[config.mk]
export PLATFORM = sky130hd
export DESIGN_NAME = duration_text_to_ms
export DESIGN_NICKNAME = d
export VERILOG_FILES = /design/src/dtms_pkg.sv /design/src/dtms_front.sv /design/src/dtms_queue.sv /design/src/dtms_back.sv /design/src/duration_text_to_ms.sv
export SDC_FILE = /design/constraint.sdc
export NUM_CORES = 2
export LEC_CHECK = 0
export ABC_AREA = 1
export BUFFER_PORTS_ARGS = -buffer_cell sky130_fd_sc_hd__buf_2
export CAP_MARGIN = 40
export CORE_ASPECT_RATIO = 1.75
export CORE_MARGIN = 8
export CORE_UTILIZATION = 40
export CTS_CLUSTER_SIZE = 40
export DETAILED_ROUTE_END_ITERATION = 12
export GPL_TIMING_DRIVEN = 0
export PLACE_DENSITY = 0.63
export RECOVER_POWER = 25
export SKIP_CTS_REPAIR_TIMING = 1
export SYNTH_ARGS = -nofsm -noshare
export SYNTH_HDL_FRONTEND = slang
export SYNTH_SLANG_ARGS = --single-unit
[constraint.sdc]
create_clock -name clock -period 26.8 [get_ports clock]
set_input_delay 8.04 -clock clock [delete_from_list [all_inputs] [get_ports clock]]
set_output_delay 8.04 -clock clock [all_outputs]
set_load 0.02 [all_outputs]
[src/dtms_pkg.sv]
// ---------------------------------------------------------------------------
// dtms_pkg
// Types, constants and unit tables shared by the duration converter.
// ---------------------------------------------------------------------------
package dtms_pkg;

   localparam int FRACTION_DIGITS = 6;
   localparam int MS_W    = 61;
   localparam int MANT_W  = 62;
   localparam int FRAC_W  = $clog2(10 ** FRACTION_DIGITS);
   localparam int FDIG_W  = $clog2(FRACTION_DIGITS + 1);
   localparam int SCALE_W = 35;
   localparam int FPROD_W = FRAC_W + SCALE_W;
   localparam int DIV_W   = FRAC_W + 1;
   localparam int STEP_W  = $clog2(FPROD_W + 1);
   localparam int QDEPTH  = 4;
   localparam int QPTR_W  = $clog2(QDEPTH);
   localparam int QCNT_W  = $clog2(QDEPTH + 1);

   localparam logic [MS_W-1:0]   MAX_MS        = '1;
   localparam logic [MANT_W-1:0] INT_CAP       = {1'b1, {(MANT_W-1){1'b0}}};
   localparam logic [MANT_W-1:0] INT_CAP_DIV10 = INT_CAP / 10;

   typedef enum logic [1:0] {
      PH_SPACE,
      PH_NUMBER,
      PH_UNIT,
      PH_IGNORE
   } phase_type;

   typedef enum logic [3:0] {
      UNIT_NONE,
      UNIT_MS,
      UNIT_SEC,
      UNIT_MIN,
      UNIT_HOUR,
      UNIT_DAY,
      UNIT_WEEK,
      UNIT_MONTH,
      UNIT_YEAR
   } unit_type;

   typedef enum logic [2:0] {
      BK_IDLE,
      BK_MUL,
      BK_DIV,
      BK_TERM,
      BK_SUM,
      BK_OUT
   } back_state_type;

   // One queue entry: a term to convert and/or the end-of-text marker.
   typedef struct packed {
      logic                has_term;
      logic                is_end;
      logic                bad;
      logic [MANT_W-1:0]   mant;
      logic [FRAC_W-1:0]   frac;
      logic [FDIG_W-1:0]   fdig;
      unit_type            unit;
   } term_type;

   typedef struct packed {
      logic has_item;
      logic has_room;
   } q_status_type;

   // Letter 0 sits in bits 39:32 of the word.
   function automatic unit_type unit_decode(input logic [39:0] word,
                                            input logic [2:0]  len,
                                            input logic        too_long);
      unit_type u;
      u = UNIT_NONE;
      if (!too_long) begin
         case (len)
            3'd0: u = UNIT_SEC;
            3'd1: begin
               case (word[39:32])
                  "s":     u = UNIT_SEC;
                  "m":     u = UNIT_MIN;
                  "h":     u = UNIT_HOUR;
                  "d":     u = UNIT_DAY;
                  "w":     u = UNIT_WEEK;
                  "y":     u = UNIT_YEAR;
                  default: u = UNIT_NONE;
               endcase
            end
            3'd2: begin
               case (word[39:24])
                  "ms":    u = UNIT_MS;
                  "hr":    u = UNIT_HOUR;
                  "wk":    u = UNIT_WEEK;
                  "mo":    u = UNIT_MONTH;
                  "yr":    u = UNIT_YEAR;
                  default: u = UNIT_NONE;
               endcase
            end
            3'd3: begin
               case (word[39:16])
                  "sec":   u = UNIT_SEC;
                  "min":   u = UNIT_MIN;
                  "day":   u = UNIT_DAY;
                  "mon":   u = UNIT_MONTH;
                  default: u = UNIT_NONE;
               endcase
            end
            3'd4: begin
               case (word[39:8])
                  "hour":  u = UNIT_HOUR;
                  "week":  u = UNIT_WEEK;
                  "year":  u = UNIT_YEAR;
                  default: u = UNIT_NONE;
               endcase
            end
            3'd5: begin
               if (word == "month") begin
                  u = UNIT_MONTH;
               end
            end
            default: u = UNIT_NONE;
         endcase
      end
      return u;
   endfunction

   function automatic logic [SCALE_W-1:0] unit_scale(input unit_type u);
      logic [SCALE_W-1:0] s;
      case (u)
         UNIT_MS:    s = SCALE_W'(1);
         UNIT_SEC:   s = SCALE_W'(1000);
         UNIT_MIN:   s = SCALE_W'(60000);
         UNIT_HOUR:  s = SCALE_W'(3600000);
         UNIT_DAY:   s = SCALE_W'(86400000);
         UNIT_WEEK:  s = SCALE_W'(604800000);
         UNIT_MONTH: s = 35'd2592000000;
         UNIT_YEAR:  s = 35'd31536000000;
         default:    s = '0;
      endcase
      return s;
   endfunction

   function automatic logic [FRAC_W-1:0] pow10(input logic [FDIG_W-1:0] n);
      logic [FRAC_W-1:0] p;
      p = FRAC_W'(1);
      for (int k = 0; k < FRACTION_DIGITS; k++) begin
         if (k < int'(n)) begin
            p = (p << 3) + (p << 1);
         end
      end
      return p;
   endfunction

endpackage

[src/dtms_front.sv]
// ---------------------------------------------------------------------------
// dtms_front
// Character parser: tracks the number and unit of each term and queues terms.
// ---------------------------------------------------------------------------
module dtms_front import dtms_pkg::*; (
   input  logic         clock,
   input  logic         reset,
   input  logic         req_valid,
   output logic         req_stall,
   input  logic [7:0]   req_char_code,
   input  logic         req_last_char,
   input  q_status_type q_status,
   output logic         push0,
   output term_type     entry0,
   output logic         push1,
   output term_type     entry1
);

   phase_type           phase_ff, phase_in;
   logic [MANT_W-1:0]   mant_ff, mant_in;
   logic [FRAC_W-1:0]   frac_ff, frac_in;
   logic [FDIG_W-1:0]   fdig_ff, fdig_in;
   logic                dot_ff, dot_in;
   logic                dig_ff, dig_in;
   logic [39:0]         letters_ff, letters_in;
   logic [2:0]          ulen_ff, ulen_in;
   logic                ulong_ff, ulong_in;
   logic                bad_ff, bad_in;

   logic                accept;
   logic                is_digit, is_dot, is_letter, is_blank;
   logic [3:0]          digit;

   function automatic logic [MANT_W-1:0] mant_step(input logic [MANT_W-1:0] m,
                                                   input logic [3:0] d);
      logic [MANT_W+1:0] w;
      w = ({2'b00, m} << 3) + ({2'b00, m} << 1) + (MANT_W+2)'(d);
      if (m > INT_CAP_DIV10 || w > {2'b00, INT_CAP}) begin
         return INT_CAP;
      end
      return w[MANT_W-1:0];
   endfunction

   assign req_stall = !q_status.has_room;
   assign accept    = req_valid && !req_stall;
   assign is_digit  = req_char_code inside {["0":"9"]};
   assign is_dot    = req_char_code == ".";
   assign is_letter = req_char_code inside {["a":"z"], ["A":"Z"]};
   assign is_blank  = req_char_code inside {8'h20, [8'h09:8'h0D]};
   assign digit     = req_char_code[3:0];

   always_comb begin
      logic     consumed;
      term_type term_a, term_e;
      logic     a_ok;
      consumed = 1'b0;
      a_ok     = 1'b0;
      term_a   = '0;
      term_e   = '0;
      phase_in   = phase_ff;
      mant_in    = mant_ff;
      frac_in    = frac_ff;
      fdig_in    = fdig_ff;
      dot_in     = dot_ff;
      dig_in     = dig_ff;
      letters_in = letters_ff;
      ulen_in    = ulen_ff;
      ulong_in   = ulong_ff;
      bad_in     = bad_ff;

      if (phase_in == PH_NUMBER) begin
         if (is_digit) begin
            consumed = 1'b1;
            dig_in   = 1'b1;
            if (!dot_in) begin
               mant_in = mant_step(mant_in, digit);
            end else if (fdig_in < FDIG_W'(FRACTION_DIGITS)) begin
               frac_in = (frac_in << 3) + (frac_in << 1) + FRAC_W'(digit);
               fdig_in = fdig_in + 1'b1;
            end
         end else if (is_dot && !dot_in) begin
            consumed = 1'b1;
            dot_in   = 1'b1;
         end else if (!dig_in) begin
            consumed = 1'b1;
            bad_in   = 1'b1;
            phase_in = PH_IGNORE;
         end else begin
            phase_in = PH_UNIT;
            ulen_in  = 3'd0;
            ulong_in = 1'b0;
         end
      end

      if (!consumed && phase_in == PH_UNIT) begin
         if (is_letter) begin
            consumed = 1'b1;
            if (ulen_in < 3'd5) begin
               for (int k = 0; k < 5; k++) begin
                  if (ulen_in == 3'(k)) begin
                     letters_in[39-8*k -: 8] = req_char_code | 8'h20;
                  end
               end
               ulen_in = ulen_in + 3'd1;
            end else begin
               ulong_in = 1'b1;
            end
         end else begin
            term_a.has_term = 1'b1;
            term_a.mant     = mant_in;
            term_a.frac     = frac_in;
            term_a.fdig     = fdig_in;
            term_a.unit     = unit_decode(letters_in, ulen_in, ulong_in);
            a_ok            = term_a.unit != UNIT_NONE;
            phase_in        = PH_SPACE;
         end
      end

      if (!consumed && phase_in == PH_SPACE) begin
         if (is_digit || is_dot) begin
            phase_in = PH_NUMBER;
            frac_in  = '0;
            fdig_in  = '0;
            dot_in   = is_dot;
            dig_in   = is_digit;
            mant_in  = is_digit ? MANT_W'(digit) : '0;
         end else if (!is_blank) begin
            phase_in = PH_IGNORE;
         end
      end

      if (req_last_char) begin
         if (phase_in == PH_NUMBER) begin
            if (!dig_in) begin
               bad_in   = 1'b1;
               phase_in = PH_IGNORE;
            end else begin
               phase_in = PH_UNIT;
               ulen_in  = 3'd0;
               ulong_in = 1'b0;
            end
         end
         term_e.is_end = 1'b1;
         term_e.bad    = bad_in;
         if (phase_in == PH_UNIT) begin
            term_e.mant     = mant_in;
            term_e.frac     = frac_in;
            term_e.fdig     = fdig_in;
            term_e.unit     = unit_decode(letters_in, ulen_in, ulong_in);
            term_e.has_term = term_e.unit != UNIT_NONE;
         end
         phase_in = PH_SPACE;
         mant_in  = '0;
         frac_in  = '0;
         fdig_in  = '0;
         dot_in   = 1'b0;
         dig_in   = 1'b0;
         ulen_in  = 3'd0;
         ulong_in = 1'b0;
         bad_in   = 1'b0;
      end

      push0  = 1'b0;
      push1  = 1'b0;
      entry0 = term_a;
      entry1 = term_e;
      if (accept) begin
         if (a_ok) begin
            push0 = 1'b1;
            push1 = req_last_char;
         end else if (req_last_char) begin
            push0  = 1'b1;
            entry0 = term_e;
         end
      end
   end

   always_ff @(posedge clock) begin
      if (reset) begin
         phase_ff <= PH_SPACE;
         mant_ff  <= '0;
         frac_ff  <= '0;
         fdig_ff  <= '0;
         dot_ff   <= 1'b0;
         dig_ff   <= 1'b0;
         ulen_ff  <= 3'd0;
         ulong_ff <= 1'b0;
         bad_ff   <= 1'b0;
      end else if (accept) begin
         phase_ff <= phase_in;
         mant_ff  <= mant_in;
         frac_ff  <= frac_in;
         fdig_ff  <= fdig_in;
         dot_ff   <= dot_in;
         dig_ff   <= dig_in;
         ulen_ff  <= ulen_in;
         ulong_ff <= ulong_in;
         bad_ff   <= bad_in;
      end
   end

   always_ff @(posedge clock) begin
      if (accept) begin
         letters_ff <= letters_in;
      end
   end

endmodule

[src/dtms_queue.sv]
// ---------------------------------------------------------------------------
// dtms_queue
// Short term queue between parser and converter; takes up to two per cycle.
// ---------------------------------------------------------------------------
module dtms_queue import dtms_pkg::*; (
   input  logic         clock,
   input  logic         reset,
   input  logic         push0,
   input  term_type     entry0,
   input  logic         push1,
   input  term_type     entry1,
   input  logic         pop,
   output term_type     head,
   output q_status_type q_status
);

   term_type            slots_ff [QDEPTH];
   logic [QPTR_W-1:0]   wr_ff, wr_in;
   logic [QPTR_W-1:0]   rd_ff, rd_in;
   logic [QCNT_W-1:0]   cnt_ff, cnt_in;

   assign head              = slots_ff[rd_ff];
   assign q_status.has_item = cnt_ff != '0;
   assign q_status.has_room = cnt_ff <= QCNT_W'(QDEPTH - 2);

   assign wr_in  = wr_ff + QPTR_W'(push0) + QPTR_W'(push1);
   assign rd_in  = rd_ff + QPTR_W'(pop);
   assign cnt_in = cnt_ff + QCNT_W'(push0) + QCNT_W'(push1) - QCNT_W'(pop);

   always_ff @(posedge clock) begin
      if (reset) begin
         wr_ff  <= '0;
         rd_ff  <= '0;
         cnt_ff <= '0;
      end else begin
         wr_ff  <= wr_in;
         rd_ff  <= rd_in;
         cnt_ff <= cnt_in;
      end
   end

   always_ff @(posedge clock) begin
      if (push0) begin
         slots_ff[wr_ff] <= entry0;
      end
      if (push1) begin
         slots_ff[wr_ff + QPTR_W'(1)] <= entry1;
      end
   end

endmodule

[src/dtms_back.sv]
// ---------------------------------------------------------------------------
// dtms_back
// Term converter: serial multiply, serial divide, saturating sum, result beat.
// ---------------------------------------------------------------------------
module dtms_back import dtms_pkg::*; (
   input  logic            clock,
   input  logic            reset,
   input  term_type        head,
   input  q_status_type    q_status,
   output logic            pop,
   output logic            rsp_valid,
   input  logic            rsp_stall,
   output logic [MS_W-1:0] rsp_total_ms,
   output logic            rsp_malformed,
   output logic            rsp_saturated
);

   back_state_type                state_ff, state_in;
   term_type                      ent_ff;
   logic [63:0]                   acc_ff;
   logic [FPROD_W-1:0]            facc_ff;
   logic [SCALE_W-1:0]            scale_ff;
   logic [STEP_W-1:0]             step_ff;
   logic [DIV_W+FPROD_W-1:0]      div_ff;
   logic [FRAC_W-1:0]             divisor_ff;
   logic [MS_W-1:0]               term_ff;
   logic [MS_W-1:0]               total_ff;
   logic                          sat_ff;
   logic                          rsp_valid_ff;
   logic [MS_W-1:0]               rsp_total_ff;
   logic                          rsp_bad_ff;
   logic                          rsp_sat_ff;

   logic                          load_rsp;
   logic [63:0]                   acc_next;
   logic [DIV_W+FPROD_W-1:0]      div_shift, div_next;
   logic [DIV_W-1:0]              div_top;
   logic [63:0]                   term_sum;
   logic [MS_W:0]                 total_sum;

   assign rsp_valid     = rsp_valid_ff;
   assign rsp_total_ms  = rsp_total_ff;
   assign rsp_malformed = rsp_bad_ff;
   assign rsp_saturated = rsp_sat_ff;

   always_comb begin
      acc_next = (acc_ff << 1) + (scale_ff[SCALE_W-1] ? {2'b00, ent_ff.mant} : 64'd0);
      if (acc_next > {3'b000, MAX_MS}) begin
         acc_next = {2'b00, INT_CAP};
      end
      div_shift = div_ff << 1;
      div_top   = div_shift[DIV_W+FPROD_W-1 -: DIV_W];
      div_next  = div_shift;
      if (div_top >= {1'b0, divisor_ff}) begin
         div_next[DIV_W+FPROD_W-1 -: DIV_W] = div_top - {1'b0, divisor_ff};
         div_next[0] = 1'b1;
      end
      term_sum  = acc_ff + 64'(div_ff[FPROD_W-1:0]);
      total_sum = {1'b0, total_ff} + {1'b0, term_ff};
   end

   always_comb begin
      state_in = state_ff;
      pop      = 1'b0;
      load_rsp = 1'b0;
      case (state_ff)
         BK_IDLE: begin
            if (q_status.has_item) begin
               pop = 1'b1;
               if (head.has_term) begin
                  state_in = BK_MUL;
               end else if (head.is_end) begin
                  state_in = BK_OUT;
               end
            end
         end
         BK_MUL: begin
            if (step_ff == STEP_W'(SCALE_W - 1)) begin
               state_in = BK_DIV;
            end
         end
         BK_DIV: begin
            if (step_ff == STEP_W'(FPROD_W - 1)) begin
               state_in = BK_TERM;
            end
         end
         BK_TERM: state_in = BK_SUM;
         BK_SUM:  state_in = ent_ff.is_end ? BK_OUT : BK_IDLE;
         BK_OUT: begin
            if (!rsp_valid_ff || !rsp_stall) begin
               load_rsp = 1'b1;
               state_in = BK_IDLE;
            end
         end
         default: state_in = BK_IDLE;
      endcase
   end

   always_ff @(posedge clock) begin
      if (reset) begin
         state_ff <= BK_IDLE;
      end else begin
         state_ff <= state_in;
      end
   end

   // Datapath registers.
   always_ff @(posedge clock) begin
      case (state_ff)
         BK_IDLE: begin
            ent_ff   <= head;
            acc_ff   <= '0;
            facc_ff  <= '0;
            scale_ff <= unit_scale(head.unit);
            step_ff  <= '0;
         end
         BK_MUL: begin
            acc_ff   <= acc_next;
            facc_ff  <= (facc_ff << 1) +
                        (scale_ff[SCALE_W-1] ? FPROD_W'(ent_ff.frac) : '0);
            scale_ff <= scale_ff << 1;
            if (step_ff == STEP_W'(SCALE_W - 1)) begin
               step_ff    <= '0;
               divisor_ff <= pow10(ent_ff.fdig);
               div_ff     <= {{DIV_W{1'b0}}, (facc_ff << 1) +
                             (scale_ff[SCALE_W-1] ? FPROD_W'(ent_ff.frac) : '0)};
            end else begin
               step_ff <= step_ff + 1'b1;
            end
         end
         BK_DIV: begin
            div_ff  <= div_next;
            step_ff <= step_ff + 1'b1;
         end
         BK_TERM: begin
            if (acc_ff > {3'b000, MAX_MS} || term_sum > {3'b000, MAX_MS}) begin
               term_ff <= MAX_MS;
            end else begin
               term_ff <= term_sum[MS_W-1:0];
            end
         end
         default: begin
         end
      endcase
   end

   // Running sum and its saturation flag are cleared by reset and per result.
   always_ff @(posedge clock) begin
      if (reset) begin
         total_ff <= '0;
         sat_ff   <= 1'b0;
      end else if (load_rsp) begin
         total_ff <= '0;
         sat_ff   <= 1'b0;
      end else if (state_ff == BK_TERM) begin
         if (acc_ff > {3'b000, MAX_MS} || term_sum > {3'b000, MAX_MS}) begin
            sat_ff <= 1'b1;
         end
      end else if (state_ff == BK_SUM) begin
         if (total_sum > {1'b0, MAX_MS}) begin
            total_ff <= MAX_MS;
            sat_ff   <= 1'b1;
         end else begin
            total_ff <= total_sum[MS_W-1:0];
         end
      end
   end

   always_ff @(posedge clock) begin
      if (reset) begin
         rsp_valid_ff <= 1'b0;
      end else if (load_rsp) begin
         rsp_valid_ff <= 1'b1;
      end else if (!rsp_stall) begin
         rsp_valid_ff <= 1'b0;
      end
   end

   always_ff @(posedge clock) begin
      if (load_rsp) begin
         rsp_bad_ff   <= ent_ff.bad;
         rsp_total_ff <= ent_ff.bad ? '0 : total_ff;
         rsp_sat_ff   <= ent_ff.bad ? 1'b0 : sat_ff;
      end
   end

endmodule

[src/duration_text_to_ms.sv]
// Flow: a term passes the converter's multiply steps, divide steps, term and
// sum states in order; the result beat is then registered in the output state.
// Throughput: one text byte per cycle while the term queue has two free slots;
// the single serial multiply-divide unit finishes each term before the next.
// Reset: synchronous, active high; clears parser, queue, sum and result valid.
// ---------------------------------------------------------------------------
// duration_text_to_ms
// Converts duration text such as 1h20m30s into milliseconds, one byte a beat.
// ---------------------------------------------------------------------------
module duration_text_to_ms import dtms_pkg::*; (
   input  logic            clock,
   input  logic            reset,
   input  logic            req_valid,
   output logic            req_stall,
   input  logic [7:0]      req_char_code,
   input  logic            req_last_char,
   output logic            rsp_valid,
   input  logic            rsp_stall,
   output logic [MS_W-1:0] rsp_total_ms,
   output logic            rsp_malformed,
   output logic            rsp_saturated
);

   // The parser sees each input beat once. It keeps the number being read
   // (integer part capped just above the maximum, and up to six fraction
   // digits in exact decimal) together with up to five lower-cased unit
   // letters. When a term ends it is decoded to a unit code and pushed.
   // On the last byte an end marker is pushed too, carrying the lone-dot flag;
   // one byte can therefore push two entries, so the parser stalls its input
   // unless two slots are free.

   q_status_type q_status;
   logic         push0, push1, pop;
   term_type     entry0, entry1, head;

   dtms_front u_front (
      .clock         (clock),
      .reset         (reset),
      .req_valid     (req_valid),
      .req_stall     (req_stall),
      .req_char_code (req_char_code),
      .req_last_char (req_last_char),
      .q_status      (q_status),
      .push0         (push0),
      .entry0        (entry0),
      .push1         (push1),
      .entry1        (entry1)
   );

   // The queue lets the parser run ahead of the slow converter, so that a
   // host typing characters is rarely held off.
   dtms_queue u_queue (
      .clock    (clock),
      .reset    (reset),
      .push0    (push0),
      .entry0   (entry0),
      .push1    (push1),
      .entry1   (entry1),
      .pop      (pop),
      .head     (head),
      .q_status (q_status)
   );

   // The converter multiplies the integer part and the fraction by the unit
   // scale bit by bit, divides the fraction product by the power of ten
   // bit by bit, and adds the saturated term into the running sum. The result
   // beat sits in an output register, so a stalled result does not block the
   // parser from taking the next text.
   dtms_back u_back (
      .clock         (clock),
      .reset         (reset),
      .head          (head),
      .q_status      (q_status),
      .pop           (pop),
      .rsp_valid     (rsp_valid),
      .rsp_stall     (rsp_stall),
      .rsp_total_ms  (rsp_total_ms),
      .rsp_malformed (rsp_malformed),
      .rsp_saturated (rsp_saturated)
   );

endmodule

==> out/summary.txt <==
Layout cell share with drive strength beyond 1 = 0.0547
Crit. End Element = flip-flop
Avg Cell Area, Syn = 7.99 um^2
Max Clock Freq = 0.0785 GHz
Power share of the combinational group = 0.395
CP required = 27,350 ps
CTS clk-pin slew, worst paths = 70 ps
Final Cycle Share = 0.476
RSZ-0062 raised after global routing = no
Mux contribution to synthesized area = 0
CP Max Fanout = 10
Post-synth ARST share = 0
Die outline width = 325 um
Largest family of logic cells by synthesized area = simple AND/OR/NAND/NOR gates
Cell Rows = 199
Setup TNS = 0 ps
First drt pass iteration count = 6
CORE AREA = 167,000 um^2
Initial antenna violation count = 4
Die height = 558 um
Sink Count = 1,040
Synthesized flop and latch total = 1,040
Clock Skew = 47.6 ps
DRC Markers = 0
Area growth, synth to finish = 11.2%
Pre-CTS WS = 13,110 ps
Routability cong. = 1.05
Seq pwr share = 0.378
Worst-margin pin slew = 3340 ps
Worst EP arrival = 13,300 ps
Seq/Total Area, Yosys = 0.441
CTS tree = done
Worst rel slew slack = -1.22
Post-Synthesis Cells = 8,388
Worst vdd ir = 0.0563 mV
Setup WS post-layout = 14,060 ps
DR iter-0 viols = 3,776
Post-synth EDFFs = 873
DR vias = 57.9k
Starting Density = 0.401
Switching part of the total = 0.401
Post-DP HPWL = 177 mm
Ys flop type = edfxtp_1
Largest net degree at the start of global routing = 65
Multi-input logic area = 32,300 um^2
Max Transition Viols Final = 206
Die area = 181,000 um^2
Final hold vios = 0
H-tree Lvls = 3
Worst hold-check path type = flip-flop to flip-flop
DR WL/cell = 19.9 um
Final Setup Violations = 0
Routed wire length = 218 mm
Post-Synth XOR/XNOR Area = 0.0367
Setup crit start kind = input pin
Register area = 29,600 um^2
Status = finished with violations
Vias per cell = 5.29
Root buf cell = clkbuf_16
Gr usage total = 0.233
Clk Latency, worst-skew pair = 730 ps
PwrDens = 83.4 nW/um^2
Count of cell types in the netlist = 67
Clk pwr share = 0.227
Top Ports = 78
CTS Buffer Depth = 3
Post-synthesis simple-gate area fraction = 0.230
Synth Area in Adders = 0.0816
Cell internal pwr = 3.72 mW
Global-route wire length before repair = 331 mm
Vias in the first global route = 59.6k
Synthesized area = 67,000 um^2
Compound-Gate Fraction of Synth Area = 0.131
Max cap viols = 6
Period minus WS final = 12,740 ps
Fin nets = 9,094
Sw Pwr = 2.49 mW
Total gr overflow = 0
Final ANT Viol Nets = 0
CTS buffer count = 99
Crit Path Category = input pin to flip-flop
Pleak = 32.9 nW
PortBufs = 75
Synth warn = 0
Filler cells = 16.7k
Failing checks = capacitance limit, slew limit
==> worst paths after layout <==
kind	startpoint	endpoint	slack, ps	depth (start not counted)
max reg2reg	u_back.state_ff[0]	u_back.acc_ff[45]	19800	10
max	req_char_code[3]	u_queue.slots_ff[0][87]	14060	27
min	u_front.frac_ff[19]	u_front.frac_ff[19]	470	2
min reg2reg	u_front.frac_ff[19]	u_front.frac_ff[19]	470	2
==> cells in the mapped netlist (90+ instances only) <==
master / n / area, um^2
clkbuf_1: 189 / 709
a21oi_1: 615 / 3080
xnor2_1: 145 / 1270
o22ai_1: 90 / 563
inv_1: 1087 / 4080
edfxtp_1: 873 / 26200
xor2_1: 136 / 1190
nor2_1: 1138 / 4270
dfxtp_1: 167 / 3340
ha_1: 415 / 5190
o21ai_0: 518 / 2590
nand3_1: 331 / 1660
nand2_1: 1804 / 6770
nand4_1: 152 / 951
==> critical path: stages <==
cell,delay [ps]
buf_2,180
fa_1,590
inv_1,70
fa_1,450
nand3b_1,180
nand2_1,220
nand2_1,90
nand2_1,240
nand2_1,90
nand2_1,160
nand3_1,150
nand2_1,260
nand2_1,80
nand2_1,80
nand2_1,50
nor2_1,130
nand2_1,80
nor3_1,120
buf_2,210
nand4_1,100
nand2_1,430
buf_4,300
buf_2,360
nand4_1,130
o21ai_1,200
nand2_1,180
nor2_1,120
==> flip-flops by register name, indices dropped and copies added, names as in the netlist, 3 cells and up <==
signal               count
u_queue.cnt_ff           3
u_back.total_ff         61
u_back.state_ff          3
u_back.facc_ff          54
u_back.rsp_total_ms     61
u_front.fdig_ff          3
u_back.step_ff           6
u_queue.slots_ff       368
u_back.scale_ff         35
u_front.ulen_ff          3
u_back.divisor_ff       20
u_front.mant_ff         62
u_back.ent_ff           87
u_back.acc_ff           64
u_back.term_ff          61
u_front.letters_ff      40
u_front.frac_ff         20
u_back.div_ff           75
==> metrics by stage <==
step                 util  instances  instance area [um^2]  hold slack (ps)  total power, mW
floorplan               -       8396                 67100              424             4.05
global placement    0.420      10700                 70200              453             4.79
detailed placement  0.427      10800                 71500              461             4.84
CTS                 0.446      10900                 74700              471             6.25
global route        0.445      11000                 74500              480             6.60
finish              0.445      11000                 74500              474             6.21
==> power groups by stage <==
stage / combinational, mW / sequential, mW / clock, mW
final: 2.46 / 2.35 / 1.41
after global routing: 2.74 / 2.37 / 1.49
after CTS: 2.48 / 2.34 / 1.44
after detailed placement: 2.47 / 2.37 / 0
after global placement: 2.35 / 2.44 / 0
after floorplan: 1.70 / 2.35 / 0
==> logic make-up (layout without fill, tap and decap cells) <==
group / Yosys count / in the layout
compound gates: 1573 / 1573
buf+inv: 1374 / 1716
other cells: 1 / 17
flops: 1040 / 1040
simple gates: 3690 / 3690
xor+xnor: 281 / 281
fa+ha+maj: 429 / 429
==> placed cells by master, fill, tap and decap left out, drive strengths merged, types with 4 or more instances in the layout <==
master and instances:
edfxtp 873, o221ai 27, nor3 78, o31ai 21, a21oi 615, a31oi 78
o21bai 31, conb 9, clkinv 32, dfxtp 167, inv 1116, and2 4
o21a 25, nand2 1811, and3 7, a21boi 22, clkinvlp 4, clkbuf 346
diode 8, a21o 24, a211oi 6, o22ai 90, nand3 344, or2 14
fa 14, xnor2 145, a221oi 29, ha 415, nand4 155, o21ai 547
o2111ai 5, o211ai 33, xor2 136, buf 215, nor2 1207, nand3b 27
nor4 38
==> layout make-up <==
class | instances | share of cell area
Clock inverter | 54 | 0.00615
Sequential cell | 1040 | 0.397
Multi-Input combinational cell | 5982 | 0.433
Clock buffer | 133 | 0.0368
Inverter | 1101 | 0.0555
Antenna cell | 8 | 0.000269
Timing Repair Buffer | 155 | 0.0189
Tap cell | 2211 | 0.0371
Buffer | 273 | 0.0156
==> per-layer routing <==
| metal | global-route usage | share of wire | routed length (um) |
|---|---|---|---|
| met1 | 0.219 | 0.34 | 74100 |
| met5 | 0 | 0.000060 | 13 |
| met4 | 0.189 | 0.095 | 20800 |
| met3 | 0.0245 | 0.035 | 7680 |
| met2 | 0.452 | 0.53 | 115000 |
Note: power is estimated with default switching activity, not from simulation.
